==> config.mk <==
export PLATFORM = sky130hd
export DESIGN_NAME = mm4_sat
export DESIGN_NICKNAME = d
export VERILOG_FILES = /design/src/hdl/mm4_pkg.sv /design/src/hdl/mm4_sat.sv
export SDC_FILE = /design/constraint.sdc
export NUM_CORES = 1
export LEC_CHECK = 0
export BUFFER_PORTS_ARGS = -buffer_cell sky130_fd_sc_hd__buf_2
export CORE_UTILIZATION = 45
export DETAILED_ROUTE_END_ITERATION = 10
export PLACE_DENSITY = 0.72
export SYNTH_ARGS = -nofsm -noshare
export SYNTH_HDL_FRONTEND = slang
export SYNTH_SLANG_ARGS = --single-unit
==> constraint.sdc <==
create_clock -name vclk -period 14.9
set_input_delay 0.745 -clock vclk [all_inputs]
set_output_delay 0.745 -clock vclk [all_outputs]
set_load 0.01 [all_outputs]
==> src/hdl/mm4_pkg.sv <==
package mm4_pkg;

    localparam int ELEMENT_WIDTH = 32;
    localparam int FRAC_BITS     = 16;
    localparam int PROD_WIDTH    = 2 * ELEMENT_WIDTH;
    localparam int SUM_WIDTH     = PROD_WIDTH + 2;
    localparam int DIM           = 4;

    localparam logic signed [ELEMENT_WIDTH-1:0] ELEM_MAX = {1'b0, {(ELEMENT_WIDTH-1){1'b1}}};
    localparam logic signed [ELEMENT_WIDTH-1:0] ELEM_MIN = {1'b1, {(ELEMENT_WIDTH-1){1'b0}}};
    // 1.0 on the diagonal, or the largest element when 1.0 does not fit
    localparam logic signed [ELEMENT_WIDTH-1:0] ELEM_ONE =
        (FRAC_BITS >= ELEMENT_WIDTH - 1) ? ELEM_MAX : (ELEMENT_WIDTH'(1) << FRAC_BITS);

    typedef logic signed [ELEMENT_WIDTH-1:0] elem_t;
    typedef logic signed [PROD_WIDTH-1:0]    prod_t;

    typedef enum logic [1:0] {
        KIND_LOAD  = 2'd0,
        KIND_MUL   = 2'd1,
        KIND_XFORM = 2'd2
    } kind_t;

    typedef struct packed {
        elem_t value;
        logic  ovf;
    } lane_res_t;

endpackage

==> src/hdl/mm4_sat.sv <==
module mm4_sat import mm4_pkg::*;
(
    input  prod_t     prod [DIM],
    output lane_res_t res
);

    logic signed [SUM_WIDTH-1:0] sum;
    logic signed [SUM_WIDTH-1:0] shifted;
    logic                        fits;

    always_comb
    begin
        sum = SUM_WIDTH'(prod[0]) + SUM_WIDTH'(prod[1])
            + SUM_WIDTH'(prod[2]) + SUM_WIDTH'(prod[3]);
        // floor shift, then every bit above the element must copy its sign
        shifted = sum >>> FRAC_BITS;
        fits = (shifted[SUM_WIDTH-1:ELEMENT_WIDTH-1] == '0)
            || (shifted[SUM_WIDTH-1:ELEMENT_WIDTH-1] == '1);
        if (fits)
        begin
            res.value = shifted[ELEMENT_WIDTH-1:0];
            res.ovf   = 1'b0;
        end
        else
        begin
            res.value = sum[SUM_WIDTH-1] ? ELEM_MIN : ELEM_MAX;
            res.ovf   = 1'b1;
        end
    end

endmodule

Word-level counts from Yosys, hierarchy flattened
Index checks and enable logic that the tools add are counted.

Input port bits: 256. Flip-flop bits (word level): 0. Output and inout port bits: 33.

Equality and inequality tests: 1. Reductions and logical operators: 2. Add/sub/neg operators: 3. Mux-type cells: 2.

Operators with widths (count): adder 65 x 64 -> 66 bit (1); adder 66 x 64 -> 66 bit (1); adder 64 x 64 -> 65 bit (1); equality test 35 bit, second input constant (1); zero test 35 bit (1); two-way mux 33 bit (1); two-way mux 32 bit (1); logical OR 1 bit (1).

Longest topological paths before layout
Gate-level depths: netlist of the first run.

Word-level depth: 6. Mapped depth: 18. Gate-level depth less buffers: 16.

Worst setup path before layout of the first run
Ideal clock, no wire load.

Path type: input to output. Start point: input prod[46] in the netlist's numbering. End point: output res[2] in the netlist's numbering. Cell stages on the path: 18. Data required time: 14155 ps. Buffers on the path: 2. Slack: 9059 ps. Arrival: 5096 ps. Cell sequence: inv_1 fa_1 fa_1 inv_1 ha_1 clkbuf_1 nand4_1 or4_1 or3_1 nor3_1 nor3_1 xnor2_1 a2111oi_0 o2111ai_1 or3_1 o21ai_2 buf_6 o21ai_1.

RTL lines: start: declaration (RTL line mm4_sat.sv:3) `input prod_t prod [DIM],`; end: declaration (RTL line mm4_sat.sv:4) `output lane_res_t res`.

==> results of run 1 <==
cell type report:
type / instances / share of cell area [%]
inverter: 352 / 12.86
multi-input combinational: 796 / 69.76
tap: 260 / 3.165
timing repair buffer: 291 / 14.22
path summary, 6_finish.rpt:
kind | endpoint | slack (ns)
setup / recovery | res[1] | 7.92
hold / removal | res[32] | 2.32
metrics by stage:
step	power (W)	area, sq um
after floorplan	0.0009156	8707
after global placement	0.001248	10280
after detailed placement	0.001255	10280
after CTS	0.001264	10280
after global routing	0.001405	10280
final	0.001271	10280
critical path: cells and delay by family:
| family | cells | cell delay [ns] |
|---|---|---|
| fa+ha+maj | 3 | 1.46 |
| compound gates | 9 | 2.38 |
| simple gates | 2 | 0.83 |
| buf+inv | 5 | 0.82 |
routing by layer:
layer  vias to the layer above  global-route usage (%)  wire (microns)
li1                       4368                       -               -
met5                         -                       0               0
met2                       317                   45.41           12320
met1                      4177                   31.49           10500
met3                        25                   1.291            1358
met4                         0                   3.490             349
cells by family after synthesis:
family / share of synthesized area (%)
buffers and inverters: 17.85
AO/OA/AOI/OAI: 22.76
AND/OR/NAND/NOR: 16.25
adder cells (fa/ha/maj): 38.48
XOR/XNOR: 3.923
multiplexers: 0.7329
where the power goes:
group          switching (W)  internal, W  leakage [nW]
registers                  0            0             0
clock network              0            0             0
logic               0.000791     0.000479          5.69
cells in the final DEF (no fill, tap or decap), drive strengths merged, types with 9 or more instances in the layout:
| master | n |
|---|---|
| nand2 | 79 |
| fa | 128 |
| a21o | 23 |
| buf | 291 |
| nand4 | 29 |
| xnor2 | 18 |
| a21oi | 80 |
| and4 | 9 |
| xor2 | 21 |
| a211oi | 9 |
| nor3 | 24 |
| nor4 | 12 |
| and3 | 10 |
| o21a | 10 |
| nand3 | 22 |
| ha | 63 |
| inv | 352 |
| o21ai | 90 |
| nor2 | 49 |
==> metrics.md, run 1 <==
| Metric | Value |
|---|---|
| LEAKAGE | 5.695 nW |
| Crit path launch | prod[16] |
| DP Cell Count | 1,699 |
| Number of diodes | 0 |
| HP Class | in2out |
| Pins Over Slew Limit | 0 |
| Area Overhead vs Synth | 18.03% |
| Core area | 18,830 sq um |
| Post-CTS resize count | 0 |
| GRT Total Usage | 24.36% |
| Number of fill cells | 1,876 |
| Detailed Route Iter0 Violations | 468 |
| Avg Vias per Cell | 5.231 |
| Largest net degree at the start of global routing | 33 |
| Die area | 19,910 sq um |
| Fin crit period | 6.982 ns |
| Cell count after synthesis | 1,187 |
| Cell Rows | 50 |
| Synth top cells by count | inv_1, fa_1, nand2_1 |
| Worst slack at placement | 7.981 ns |
| GRT Residual Overflow | 0 |
| # DRC | 0 |
| Crit end category | output port |
| WL final | 24,520 microns |
| Most frequent cell after synthesis | inv_1 |
| Hold_ws | 2.325 ns |
| Post-Syn Nets | 1,634 |
| Yosys top cell by area | fa_1 |
| Critical path class | in2out |
| Power Density | 123.6 nW/um^2 |
| Area of the multi-input gates | 7169 sq um |
| Initial Util | 46.24% |
| Initial antenna violation count | 0 |
| Setup bufs post-CTS | 0 |
| Share of cells above drive strength 1 | 24.11% |
| Slew headroom | 47.19% |
| CP peak stage delay | 0.53 ns |
| Util after Layout | 54.58% |
| Final setup fails | 0 |
| Worst EP required | 14.16 ns |
| Port Buffers | 289 |
| Startpoint type of the worst setup path | input port |
| Final worst slack | 7.918 ns |
| Avg Synthesized Cell Area | 7.335 sq um |
| Achievable Freq | 143.2 MHz |
| Top cell type's share of synthesized area | 29.43% |
| Ranking of synthesized cells by area | fa_1, inv_1, ha_1 |
| Tcrit/Tclk final | 46.86% |
| Post-Route Setup TNS | 0 ns |
| Yosys cell types | 76 |
| Max VDD drop | 0.06596 mV |
| Post-DR wirelength/cell | 14.43 microns |
| Synth Cell Area | 8707 sq um |
| Worst Hold Launch | prod[255] |
| Via count | 8,887 |
| Outcome | complete, no violations |
| Crit-path cells | buf_2 -> inv_1 -> fa_1 -> fa_1 -> inv_1 -> ha_1 -> a21oi_1 -> o21ai_0 -> a311o_1 -> o31ai_4 -> a21oi_1 -> or3_1 -> a2111oi_0 -> o2111ai_1 -> or3_1 -> o21ai_4 -> buf_4 -> o21ai_0 -> buf_2 |
| Final cell count without fillers | 1,699 |
| Post-DP HPWL | 21,880 microns |
| Number of global-route vias before repair | 8,722 |
| Arrival @ worst endpoint | 6.24 ns |
| DIE HEIGHT | 141.1 microns |
| CP Max Fanout | 31 |
| RSZ-0062 raised after global routing | no |
| Slew of the pin with the lowest slew margin | 0.7850 ns |
| NumNets Final | 1,888 |
| Final hold violations | 0 |
| Ports | 289 |
| Final GP Congestion | 0.9268 |
| # clk buffers | 0 |
| Worst hold path depth | 6 |
| Register area share after synthesis | 0% |
| Register area | 0 sq um |
| YS warnings | 0 |
| Slowest CP cell | fa_1 |
| Max_cap viols | 0 |
| DRT Pass-1 Iters | 5 |
| First-pass GRT wire length | 40,110 microns |
| FF+latch count | 0 |
| Hold buffers post-CTS | 0 |
| Die X | 141.1 microns |
| Final ANT Viol Nets | 0 |
Power figures use the tool's default switching activity.
==> inputs of run 2 (changes only) <==
--- a/config.mk
+++ b/config.mk
@@ -5,10 +5,11 @@
 export SDC_FILE = /design/constraint.sdc
 export NUM_CORES = 1
 export LEC_CHECK = 0
+export ABC_AREA = 1
 export BUFFER_PORTS_ARGS = -buffer_cell sky130_fd_sc_hd__buf_2
 export CORE_UTILIZATION = 45
 export DETAILED_ROUTE_END_ITERATION = 10
-export PLACE_DENSITY = 0.72
+export PLACE_DENSITY = 0.74
 export SYNTH_ARGS = -nofsm -noshare
 export SYNTH_HDL_FRONTEND = slang
 export SYNTH_SLANG_ARGS = --single-unit
==> constraint.sdc (replaced) <==
create_clock -name vclk -period 5.8
set_input_delay 0.29 -clock vclk [all_inputs]
set_output_delay 0.29 -clock vclk [all_outputs]
set_load 0.01 [all_outputs]
==> run 2 against run 1 <==
Compared with the run above: area after synthesis up 15%; worst hold slack got worse by 1.1 ns; critical endpoint is now res[7]; wire length increased by 27%; highest routed layer unchanged.
==> metrics.md, run 2 <==
| Metric | Value |
|---|---|
| Total power | 0.003453 W (was 0.001271 W) |
| Most used cell, CP | nand2_1 |
| Worst hold path depth | 6 (unchanged) |
| CP peak stage delay | 0.49 ns (was 0.53 ns) |
| Synth top cells by count | nand2_1, inv_1, fa_1 (was inv_1, fa_1, nand2_1) |
| Post-Syn Nets | 2,245 (was 1,634) |
| Util after Layout | 53.94% (was 54.58%) |
| Achievable Freq | 203.6 MHz |
| WL final | 31,160 microns (was 24,520 microns) |
| Initial antenna violation count | 0 (unchanged) |
| Ports | 289 (unchanged) |
| Outcome | complete, no violations (unchanged) |
| Yosys cell types | 35 (was 76) |
| Detailed Route Iter0 Violations | 428 (was 468) |
| RSZ-0062 raised after global routing | no (unchanged) |
| Worst EP required | 5.51 ns (was 14.16 ns) |
| Die X | 151.4 microns (was 141.1 microns) |
| DIE HEIGHT | 151.4 microns (was 141.1 microns) |
| WP depth | 24 (was 19) |
| Tcrit/Tclk final | 84.68% |
| Register area | 0 sq um (unchanged) |
| Share of cells above drive strength 1 | 15.89% (was 24.11%) |
| Top Usage Layer GRT | met2 (unchanged) |
| Initial Util | 46.00% (was 46.24%) |
| Avg Vias per Cell | 4.610 (was 5.231) |
| Post-DP HPWL | 28,770 microns (was 21,880 microns) |
| Number of global-route vias before repair | 10.26k (was 8,722) |
| GRT Total Usage | 27.27% (was 24.36%) |
| DRT Pass-1 Iters | 5 (unchanged) |
| Post-DR wirelength/cell | 13.18 microns (was 14.43 microns) |
| Crit end category | output port (unchanged) |
| Met1 usage | 34.24% (was 31.49%) |
| Synth Cell Area | 10,040 sq um (was 8707 sq um) |
| GRT Residual Overflow | 0 (unchanged) |
| NumNets Final | 2,532 (was 1,888) |
| Avg Synthesized Cell Area | 5.583 sq um (was 7.335 sq um) |
| # clk buffers | 0 (unchanged) |
| Power Density | 293.4 nW/um^2 (was 123.6 nW/um^2) |
| Final hold violations | 0 (unchanged) |
| CP Max Fanout | 31 (unchanged) |
| FF+latch count | 0 (unchanged) |
| Number of fill cells | 2,375 (was 1,876) |
| Worst slack at placement | 0.9251 ns (was 7.981 ns) |
| Post-Route Setup TNS | 0 ns (unchanged) |
| Arrival @ worst endpoint | 4.62 ns (was 6.24 ns) |
| Critical path class | in2out (unchanged) |
| Top cell type's share of synthesized area | 25.53% (was 29.43%) |
| Area Overhead vs Synth | 17.26% (was 18.03%) |
| Crit-path leading delay family | adder cells (was compound AO/OA/AOI/OAI gates) |
| Cell count after synthesis | 1,798 (was 1,187) |
| Final worst slack | 0.8884 ns (was 7.918 ns) |
| Final setup fails | 0 (unchanged) |
| # DRC | 0 (unchanged) |
| Slowest CP cell | fa_1 (unchanged) |
| Final ANT Viol Nets | 0 (unchanged) |
| Cell Rows | 54 (was 50) |
| Max_cap viols | 0 (unchanged) |
| Die area | 22,910 sq um (was 19,910 sq um) |
| Final GP Congestion | 0.9554 (was 0.9268) |
| Port Buffers | 289 (unchanged) |
| First-pass GRT wire length | 48,550 microns (was 40,110 microns) |
| Met3 GRT Util | 0.7530% (was 1.291%) |
| Setup bufs post-CTS | 0 (unchanged) |
| Pins Over Slew Limit | 0 (unchanged) |
| WP buf/inv | 7 (was 5) |
| Most frequent cells in the layout | nand2_1, inv_1, buf_2 (was inv_1, buf_2, fa_1) |
| HP Class | in2out (unchanged) |
| Yosys top cell by area | fa_1 (unchanged) |
| Max VDD drop | 0.1954 mV (was 0.06596 mV) |
| Met2 Use GR | 51.78% (was 45.41%) |
| Crit-path cells | buf_2 -> inv_1 -> fa_1 -> fa_1 -> inv_1 -> ha_1 -> a21oi_1 -> o21ai_0 -> inv_1 -> nand2_1 -> inv_1 -> nand2_1 -> a21oi_1 -> nand2_1 -> nand2_1 -> nand2_1 -> nor2_1 -> nand2_1 -> nor2_1 -> nand3_2 -> nand3_2 -> buf_4 -> nand2_1 -> buf_2 (was buf_2 -> inv_1 -> fa_1 -> fa_1 -> inv_1 -> ha_1 -> a21oi_1 -> o21ai_0 -> a311o_1 -> o31ai_4 -> a21oi_1 -> or3_1 -> a2111oi_0 -> o2111ai_1 -> or3_1 -> o21ai_4 -> buf_4 -> o21ai_0 -> buf_2) |
| Hold buffers post-CTS | 0 (unchanged) |
| Slew headroom | 63.21% (was 47.19%) |
| Most frequent cell after synthesis | nand2_1 (was inv_1) |
| LEAKAGE | 7.869 nW (was 5.695 nW) |
| Startpoint type of the worst setup path | input port (unchanged) |
| Register area share after synthesis | 0% (unchanged) |
| Via count | 10.89k (was 8,887) |
| Most common cell after layout, fill and taps aside | nand2_1 (was inv_1) |
| Largest net degree at the start of global routing | 33 (unchanged) |
| Core area | 21,820 sq um (was 18,830 sq um) |
| Fin crit period | 4.912 ns |
| YS warnings | 0 (unchanged) |
| Post-CTS resize count | 0 (unchanged) |
| Number of diodes | 0 (unchanged) |
| Slew of the pin with the lowest slew margin | 0.5493 ns (was 0.7850 ns) |
| Ranking of synthesized cells by area | fa_1, nand2_1, inv_1 (was fa_1, inv_1, ha_1) |
-- run 2: changes by cell type in the layout (fill, tap and decap cells not counted), sizes merged, moves of 8 or more --
| cell | change |
|---|---|
| inv | +255 |
| nand4 | -23 |
| nand2 | +552 |
| a21o | -22 |
| a21oi | -25 |
| o21ai | -73 |
| and4 | -9 |
| o21a | -9 |
| and3 | -10 |
| nor2 | +88 |
| a211oi | -8 |
| nand3 | +46 |
-- run 2: layout make-up --
class | count | area, sq um | area share (%)
well taps | 280 | 350.3 | 2.976
inverters | 607 | 2278 | 19.36
multi-input cells | 1185 | 7681 | 65.25
repair buffers | 291 | 1461 | 12.41
-- run 2: logic make-up (layout without fill, tap and decap cells) --
family	Yosys count	after routing	synth area share (%)
and+or+nand+nor	868	868	35.15
buffers and inverters	613	898	23.48
adders and majority gates	191	191	33.38
AOI/OAI and AO/OA	94	94	5.198
xor gates and xnor gates	32	32	2.792
-- run 2: final timing paths --
check,startpoint,to
worst max-delay path,prod[50],res[7]
worst min-delay path,prod[255],res[32]
-- run 2: metrics by stage --
step | cell area (sq um) | instances | hold WS (ns)
after floorplan | 10040 | 1798 | 0.9891
after global placement | 11770 | 2363 | 1.245
after detailed placement | 11770 | 2363 | 1.280
after CTS | 11770 | 2363 | 1.272
after global routing | 11770 | 2363 | 1.324
final | 11770 | 2363 | 1.271
-- run 2: per-layer routing --
metal / wire length, microns / share of wire (%) / vias to the layer above
li1: - / - / 5665
met1: 13440 / 43 / 4886
met2: 15590 / 50 / 310
met3: 1517 / 4.9 / 32
met4: 605 / 1.9 / 0
met5: 0 / 0 / -
-- run 2: worst min-delay path: stages --
cell	delay (ns)
buf_2	0.12
fa_1	0.18
xor2_1	0.09
nand3_1	0.09
nand2_1	0.07
buf_2	0.14
-- run 2: where the power goes --
| part | internal (W) | switching, W | total, W | leakage (nW) |
|---|---|---|---|---|
| clock network | 0 | 0 | 0 | 0 |
| registers | 0 | 0 | 0 | 0 |
| logic | 0.00118 | 0.00228 | 0.00345 | 7.87 |
